**src/design/grs_pkg.sv**
```systemverilog
`default_nettype none

package grs_pkg;

    localparam int GLYPH_SLOTS  = 128;
    localparam int BITMAP_BYTES = 4096;
    localparam int SLOT_W       = $clog2(GLYPH_SLOTS);
    localparam int BADDR_W      = $clog2(BITMAP_BYTES);

    localparam logic [1:0] ACT_GLYPH = 2'd0;
    localparam logic [1:0] ACT_BYTE  = 2'd1;
    localparam logic [1:0] ACT_PEN   = 2'd2;
    localparam logic [1:0] ACT_DRAW  = 2'd3;

    localparam logic [2:0] REG_COLUMNS = 3'd0;
    localparam logic [2:0] REG_ROWS    = 3'd1;
    localparam logic [2:0] REG_CMAJOR  = 3'd2;
    localparam logic [2:0] REG_COUNT   = 3'd3;
    localparam logic [2:0] REG_FIRST   = 3'd4;
    localparam logic [2:0] REG_END     = 3'd5;

    typedef struct packed {
        logic [1:0]         action;
        logic [11:0]        table_address;
        logic [11:0]        glyph_offset;
        logic [3:0]         glyph_width;
        logic [3:0]         glyph_height;
        logic [3:0]         glyph_advance;
        logic [7:0]         bitmap_byte;
        logic signed [7:0]  pen_column;
        logic signed [7:0]  pen_row;
        logic [7:0]         char_code;
        logic [23:0]        pixel_color;
    } item_t;

    typedef struct packed {
        logic [9:0]  led_index;
        logic [23:0] led_color;
        logic        last_pixel;
    } pixel_t;

    typedef struct packed {
        logic [5:0]  columns;
        logic [5:0]  rows;
        logic        column_major;
        logic [10:0] modulus;
    } panel_t;

    typedef struct packed {
        logic [11:0] offset;
        logic [3:0]  width;
        logic [3:0]  height;
        logic [3:0]  advance;
    } glyph_t;

    typedef struct packed {
        logic busy;
        logic pend_valid;
    } status_t;

endpackage

`default_nettype wire

```
**src/design/grs_front.sv**
```systemverilog
`default_nettype none

module grs_front
(
    input  wire logic           clk,
    input  wire logic           rst_n,
    input  wire logic           item_valid,
    output logic                item_ready,
    input  wire grs_pkg::item_t item,
    input  wire logic [7:0]     first_code,
    input  wire logic [7:0]     end_code,
    output logic                q_valid,
    input  wire logic           q_ready,
    output grs_pkg::item_t      q_head
);

    grs_pkg::item_t slot_reg [2];
    logic           wr_ptr_reg, wr_ptr_next;
    logic           rd_ptr_reg, rd_ptr_next;
    logic [1:0]     count_reg, count_next;
    grs_pkg::item_t cmd;
    logic           keep;
    logic           push, pop;

    // Draw requests outside the font are accepted and dropped here.
    always_comb
    begin
        cmd  = item;
        keep = 1'b1;
        if (item.action == grs_pkg::ACT_DRAW)
        begin
            keep = (item.char_code >= first_code) && (item.char_code < end_code);
            cmd.table_address = {4'd0, item.char_code - first_code};
        end
    end

    assign item_ready = (count_reg != 2'd2);
    assign q_valid    = (count_reg != 2'd0);
    assign q_head     = slot_reg[rd_ptr_reg];
    assign push       = item_valid && item_ready && keep;
    assign pop        = q_valid && q_ready;

    always_comb
    begin
        wr_ptr_next = push ? ~wr_ptr_reg : wr_ptr_reg;
        rd_ptr_next = pop ? ~rd_ptr_reg : rd_ptr_reg;
        count_next  = count_reg + {1'b0, push} - {1'b0, pop};
    end

    always_ff @(posedge clk or negedge rst_n)
    begin
        if (!rst_n)
        begin
            wr_ptr_reg <= 1'b0;
            rd_ptr_reg <= 1'b0;
            count_reg  <= 2'd0;
        end
        else
        begin
            wr_ptr_reg <= wr_ptr_next;
            rd_ptr_reg <= rd_ptr_next;
            count_reg  <= count_next;
        end
    end

    always_ff @(posedge clk)
    begin
        if (push)
        begin
            slot_reg[wr_ptr_reg] <= cmd;
        end
    end

endmodule

`default_nettype wire

```
**config.mk**
```make
export PLATFORM = sky130hd
export DESIGN_NAME = grs_front
export DESIGN_NICKNAME = d
export VERILOG_FILES = /design/src/design/grs_pkg.sv /design/src/design/grs_front.sv
export SDC_FILE = /design/constraint.sdc
export NUM_CORES = 1
export LEC_CHECK = 0
export BUFFER_PORTS_ARGS = -buffer_cell sky130_fd_sc_hd__buf_4
export CAP_MARGIN = 40
export CORE_MARGIN = 1
export CORE_UTILIZATION = 54
export CTS_BUF_LIST = sky130_fd_sc_hd__clkbuf_8
export DETAILED_ROUTE_END_ITERATION = 6
export PLACE_DENSITY_LB_ADDON = 0.12
export SYNTH_ARGS = -nofsm -noshare
export SYNTH_HDL_FRONTEND = slang
export SYNTH_SLANG_ARGS = --single-unit
```
**constraint.sdc**
```tcl
create_clock -name clk -period 10.5 [get_ports clk]
set_input_delay 1.575 -clock clk [delete_from_list [all_inputs] [get_ports clk]]
set_output_delay 1.575 -clock clk [all_outputs]
set_load 0.005 [all_outputs]
```
==> results of run 1 <==
-- per-layer routing --
| layer | share of wire, % | global-route usage (%) |
|---|---|---|
| met1 | 40 | 23.5 |
| met2 | 53 | 33.8 |
| met3 | 5.6 | 5.26 |
| met4 | 1.3 | 8.64 |
| met5 | 0 | 0 |
-- Yosys cell counts, types with 2 or more instances --
cell type    n
nand2b_1     3
a21oi_1      5
a21oi_2      2
nand3_1      4
inv_1       22
nor2b_1      3
a211oi_1     3
a21o_1       2
o21ai_0      6
nor2_1       6
nand2_1     14
nor3_1       4
mux2_2      94
ha_1        17
a311oi_1     2
and2_1       5
clkbuf_1     3
edfxtp_1   188
dfrtp_1      4
xnor2_1      2
o21a_1       3
o31ai_1      4
buf_2       10
xor2_1       2
-- cell type report --
type / instances / area share, %
clock inverters: 15 / 1.30
multi-input cells: 197 / 18.6
clock buffers: 17 / 2.37
well taps: 180 / 2.28
inverters: 22 / 0.835
flip-flops and latches: 192 / 58.1
repair buffers: 215 / 16.5
-- through the flow --
stage                     hold slack (ps)  std cells
after global routing                  566        838
after floorplan                       483        425
final                                 531        838
after global placement                497        805
after detailed placement              511        806
after CTS                             534        838
-- worst paths after layout --
path / slack (ps) / cells after the start / endpoint / from
max: 6530 / 4 / q_head[87] / rd_ptr_reg
min: 530 / 1 / count_reg[0] / count_reg[0]
max reg2reg: 8480 / 4 / slot_reg[1][62] / count_reg[1]
min reg2reg: 530 / 1 / count_reg[0] / count_reg[0]
max in group asynchronous: 9470 / 1 / rd_ptr_reg / rst_n
min in group asynchronous: 910 / 1 / wr_ptr_reg / rst_n
-- kinds of logic after synthesis --
kind of cell               Yosys count  synth area share [%]
buffers and inverters               36                  2.01
xor gates and xnor gates             4                 0.455
DFF                                192                  74.6
and+or+nand+nor                     46                  3.02
muxes                               94                  13.7
AOI/OAI and AO/OA                   35                  3.20
adders and majority gates           18                  3.02
-- power breakdown --
part           leakage, nW  total [mW]  switching (mW)  internal (mW)
combinational         1.86       0.740           0.325          0.415
sequential            1.78        1.07          0.0477           1.02
clock                0.200       0.442           0.236          0.206
-- worst max-delay path, stage by stage, from the launching register on --
cell,delay (ps)
dfrtp_4,600
buf_4,500
buf_12,300
mux2_2,400
buf_4,140
==> impl_metrics.py, run 1 <==
metrics = {
    "outcome": {
        "status": "completed",
    },
    "global_routing": {
        "grt.overflow.total": 0,
        "grt_max_degree": 49,
        "first_global_vias": 4337,
        "grt_pass1_wl_mm": 21.3,
        "antenna_found_initial": 0,
        "grt.total_usage_pct": 19.8,
    },
    "sta": {
        "finalSetupViolCount": 0,
        "setup_tns_ps": 0,
        "min_period_over_period_pct": 37.8,
        "fin_crit_ps": 3970,
        "worstMarginPinSlew_ps": 761,
        "max_slew_margin_pct": 49.1,
        "hold_viol_final": 0,
        "fmax_mhz": 252,
        "rsz0062_at_grt": "false",
        "maxSlewViolCount": 0,
        "fin_skew_ps": 7.01,
        "worst_slack_ps": 6530,
    },
    "setup_path": {
        "critical_path.startpoint_type": "register",
        "cp.required_ps": 8930,
        "critical_path_class": "reg -> out",
        "critPathMaxFanout": 40,
        "worstPathArrival_ps": 2390,
        "critPathCaptureType": "primary output",
    },
    "floorplanning": {
        "fp-row-count": 43,
        "die_area_sq_um": 14800,
        "ios": 210,
        "core_area_sq_um": 13900,
        "die_h_um": 121,
        "initial_core_util_pct": 55.5,
        "dieWidth_um": 121,
    },
    "final_layout": {
        "nets": 777,
        "finish.utilization_pct": 71.2,
        "largest_reg_flops": 188,
        "seq_area_sq_um": 5750,
        "area_growth_pct": 28.3,
        "drive_gt1_share_pct": 52.3,
        "final_common_cell": "buf_4",
        "n_fill_cell": 940,
        "antenna_cells": 0,
        "postLayoutCellArea_sq_um": 9890,
        "most-common-layout-cells": "buf_4, edfxtp_1, mux2_2",
        "multi_input_area_sq_um": 1840,
    },
    "clock_tree": {
        "numCtsBuffers": 17,
        "cts_tree": "done",
        "cts-root-buf": "clkbuf_8",
        "hold_buffers": 0,
        "cts_max_path_buffers": 2,
        "postCtsSetupBuffers": 0,
        "clkLatencyLatePin_ps": 440,
        "htreeDepth": 4,
        "cts_num_sinks": 192,
        "cts-resized-gates": 0,
        "path_clk_slew_ps": 80,
    },
    "detailed_routing": {
        "vias_per_cell": 5.18,
        "wl_mm": 14.2,
        "drt-initial-drc-count": 201,
        "post_drt_wl_per_cell_um": 16.9,
        "antenna_left": 0,
        "dr.pass1.iters": 4,
        "vias": 4337,
        "drc": 0,
    },
    "job": {
        "drv_cap": 0,
    },
    "synth": {
        "synth_flop_cell": "edfxtp_1",
        "ys_types": 41,
        "yosys_register_bits": 192,
        "synth_top_area_cell": "edfxtp_1",
        "yosysSeqAreaShare_pct": 74.6,
        "syn-cell-area_sq_um": 7710,
        "synth_cells": 425,
        "yosys_warnings": 0,
        "avgSynthCellArea_sq_um": 18.1,
        "synth.top_cell.area_share_pct": 73.3,
        "netlist_top_cells_area": "edfxtp_1, mux2_2, ha_1",
        "synth-async-reset-ratio_pct": 2.08,
        "syn_nets": 557,
        "synth_edf_count": 188,
    },
    "place": {
        "placed_area_sq_um": 9520,
        "gp_congestion": 0.793,
        "io_buffers": 209,
        "dp_slack_ps": 6070,
        "dp_hpwl_mm": 9.82,
    },
    "power": {
        "powerDensity_nw_per_um2": 227,
        "vdd_drop_max_uv": 211,
        "p_leak_nw": 3.84,
        "power.total_mw": 2.25,
    },
    "worst_hold_path": {
        "min_path_type": "reg -> reg",
    },
}
No activity file was read; power rests on OpenSTA's default activity.
==> run 2: changes to the inputs <==
- clock period: 10.5 -> 4.1 ns (I/O delays scaled with it)
==> run 2 against run 1 <==
  * Sequential power increased to 2.6 times the previous value
  * Hold slack worse by 190 ps
  * Die area stayed put
  * Clock skew is 1.9 ps higher
  * Core utilization up 1.1 points
  * Via count grew 2.0%
  * Register-to-register slack worse by 6600 ps
  * Sequential cell count is the same
  * Combinational power rose to 2.6 times the previous value
  * Worst setup slack lost 5300 ps
  * Cell area rose by 1.5%
  * Non-clock buffer count up 6
  * Critical path type unchanged
  * Largest power group unchanged
==> impl_metrics.py, run 2 (same netlist as run 1, synthesis figures left out) <==
metrics = {
    "sta": {
        "hold_viol_final": 0,
        "fmax_mhz": 344,
        "maxSlewViolCount": 0,
        "rsz0062_at_grt": "false",
        "fin_skew_ps": 8.95,
        "max_slew_margin_pct": 45.8,
        "finalSetupViolCount": 0,
        "fin_crit_ps": 2910,
        "min_period_over_period_pct": 70.9,
        "worstMarginPinSlew_ps": 811,
        "setup_tns_ps": 0,
    },
    "setup_path": {
        "cp.required_ps": 3480,
        "worst_r2r_endpoint": "slot_reg[0][33]",
        "crit_path_frequent_cell": "buf_4",
        "ff2ff_setup_slack_ps": 1930,
        "crit_chain": "buf_12 > buf_4 > mux2_2 > buf_4",
        "critPathMaxFanout": 42,
        "crit_family": "flip-flops",
        "slowest_delay_ps": 820,
        "r2r_cells": 4,
        "critPathSlowestCell": "dfrtp_4",
        "path_buf_inv": 3,
        "critPathCaptureType": "primary output",
        "worstPathArrival_ps": 2290,
        "r2r-start": "count_reg[1]",
        "critical_path_class": "reg -> out",
        "critical_path.startpoint_type": "register",
        "cp.depth": 4,
    },
    "global_routing": {
        "grt_max_degree": 79,
        "antenna_found_initial": 0,
        "first_global_vias": 4393,
        "grt_pass1_wl_mm": 22.4,
        "grt.overflow.total": 0,
        "grt.total_usage_pct": 20.8,
    },
    "clock_tree": {
        "clkLatencyLatePin_ps": 450,
        "path_clk_slew_ps": 90,
        "cts_max_path_buffers": 2,
        "postCtsSetupBuffers": 0,
        "cts-resized-gates": 0,
        "cts_tree": "done",
        "htreeDepth": 4,
        "cts_num_sinks": 192,
        "cts-root-buf": "clkbuf_8",
        "numCtsBuffers": 17,
    },
    "place": {
        "dp_hpwl_mm": 10.4,
        "gp_congestion": 0.838,
        "io_buffers": 209,
        "placed_area_sq_um": 9660,
    },
    "worst_hold_path": {
        "min_path_type": "in -> reg",
        "min_from": "item[77]",
        "worstHoldEndpoint": "slot_reg[1][77]",
        "min_path_cells": 1,
    },
    "floorplanning": {
        "die_h_um": 121,
        "die_area_sq_um": 14800,
        "dieWidth_um": 121,
        "ios": 210,
        "core_area_sq_um": 13900,
        "fp-row-count": 43,
        "initial_core_util_pct": 55.5,
    },
    "final_layout": {
        "drive_gt1_share_pct": 54.0,
        "final_common_cell": "buf_4",
        "seq_area_sq_um": 5750,
        "area_growth_pct": 30.3,
        "postLayoutCellArea_sq_um": 10000,
        "n_fill_cell": 934,
        "most-common-layout-cells": "buf_4, edfxtp_1, mux2_2",
        "antenna_cells": 0,
        "largest_reg_flops": 188,
        "multi_input_area_sq_um": 1880,
        "nets": 783,
    },
    "detailed_routing": {
        "dr.pass1.iters": 6,
        "drc": 0,
        "vias_per_cell": 5.25,
        "post_drt_wl_per_cell_um": 17.5,
        "antenna_left": 0,
        "drt-initial-drc-count": 206,
        "vias": 4423,
        "wl_mm": 14.7,
    },
    "power": {
        "powerDensity_nw_per_um2": 583,
        "power.total_mw": 5.86,
        "vdd_drop_max_uv": 531,
        "p_leak_nw": 3.87,
    },
    "outcome": {
        "status": "completed",
    },
    "job": {
        "drv_cap": 0,
    },
}
-- run 2: changes by cell type in the layout (fill, tap and decap cells not counted), sizes merged --
cell	change
dlygate4sd3	+1
inv	-1
buf	+5
clkinv	-4
clkinvlp	+4
-- run 2: worst max-delay path by stage --
stage | to | slack, ps | from
2_1_floorplan | slot_reg[0][0] | -560 | item[24]
3_3_place_gp | slot_reg[0][10] | 870 | item[24]
3_5_place_dp | slot_reg[0][10] | 800 | item[24]
4_1_cts | q_head[57] | 1120 | rd_ptr_reg
5_1_grt | q_head[57] | 1060 | rd_ptr_reg
6_report | q_head[57] | 1190 | rd_ptr_reg
-- run 2: report_power, final --
part	total (mW)	internal (mW)	switching [mW]
clock	1.15	0.535	0.619
combinational	1.92	1.12	0.806
sequential	2.78	2.60	0.172
-- run 2: worst register-to-register path, delay by kind of cell, from the launching register on --
family,cells,cell delay (ps)
flip-flops,1,420
buffers and inverters,1,350
AO/OA/AOI/OAI,1,790
AND/OR/NAND/NOR,2,320
-- run 2: through the flow --
| step | hold WS [ps] | instances | utilization, % | setup slack (ps) |
|---|---|---|---|---|
| 6_report | 343 | 843 | 72.3 | 1190 |
| 5_1_grt | 308 | 843 | 72.3 | 1060 |
| 3_3_place_gp | 417 | 810 | 69.4 | 865 |
| 4_1_cts | 311 | 843 | 72.3 | 1120 |
| 3_5_place_dp | 417 | 811 | 69.6 | 802 |
| 2_1_floorplan | 319 | 425 | - | -560 |
-- run 2: layout make-up --
| class | instances | area share, % |
|---|---|---|
| Tap cell | 180 | 2.24 |
| Clock buffer | 17 | 2.33 |
| Sequential cell | 192 | 57.3 |
| Inverter | 22 | 0.897 |
| Clock inverter | 14 | 1.38 |
| Multi-Input combinational cell | 197 | 18.7 |
| Timing Repair Buffer | 221 | 17.2 |
-- run 2: metal layers --
metal	track usage, %	wire (um)	up-vias
met5	0	0	-
met4	8.95	308	0
met3	4.46	853	25
met2	34.8	7560	149
met1	26.0	6010	2157
li1	-	-	2092
-- run 2: timing repair --
item	in CTS	in global routing
hold buffers	1	0
setup endpoints to repair	0	0
hold endpoints to repair	4	0
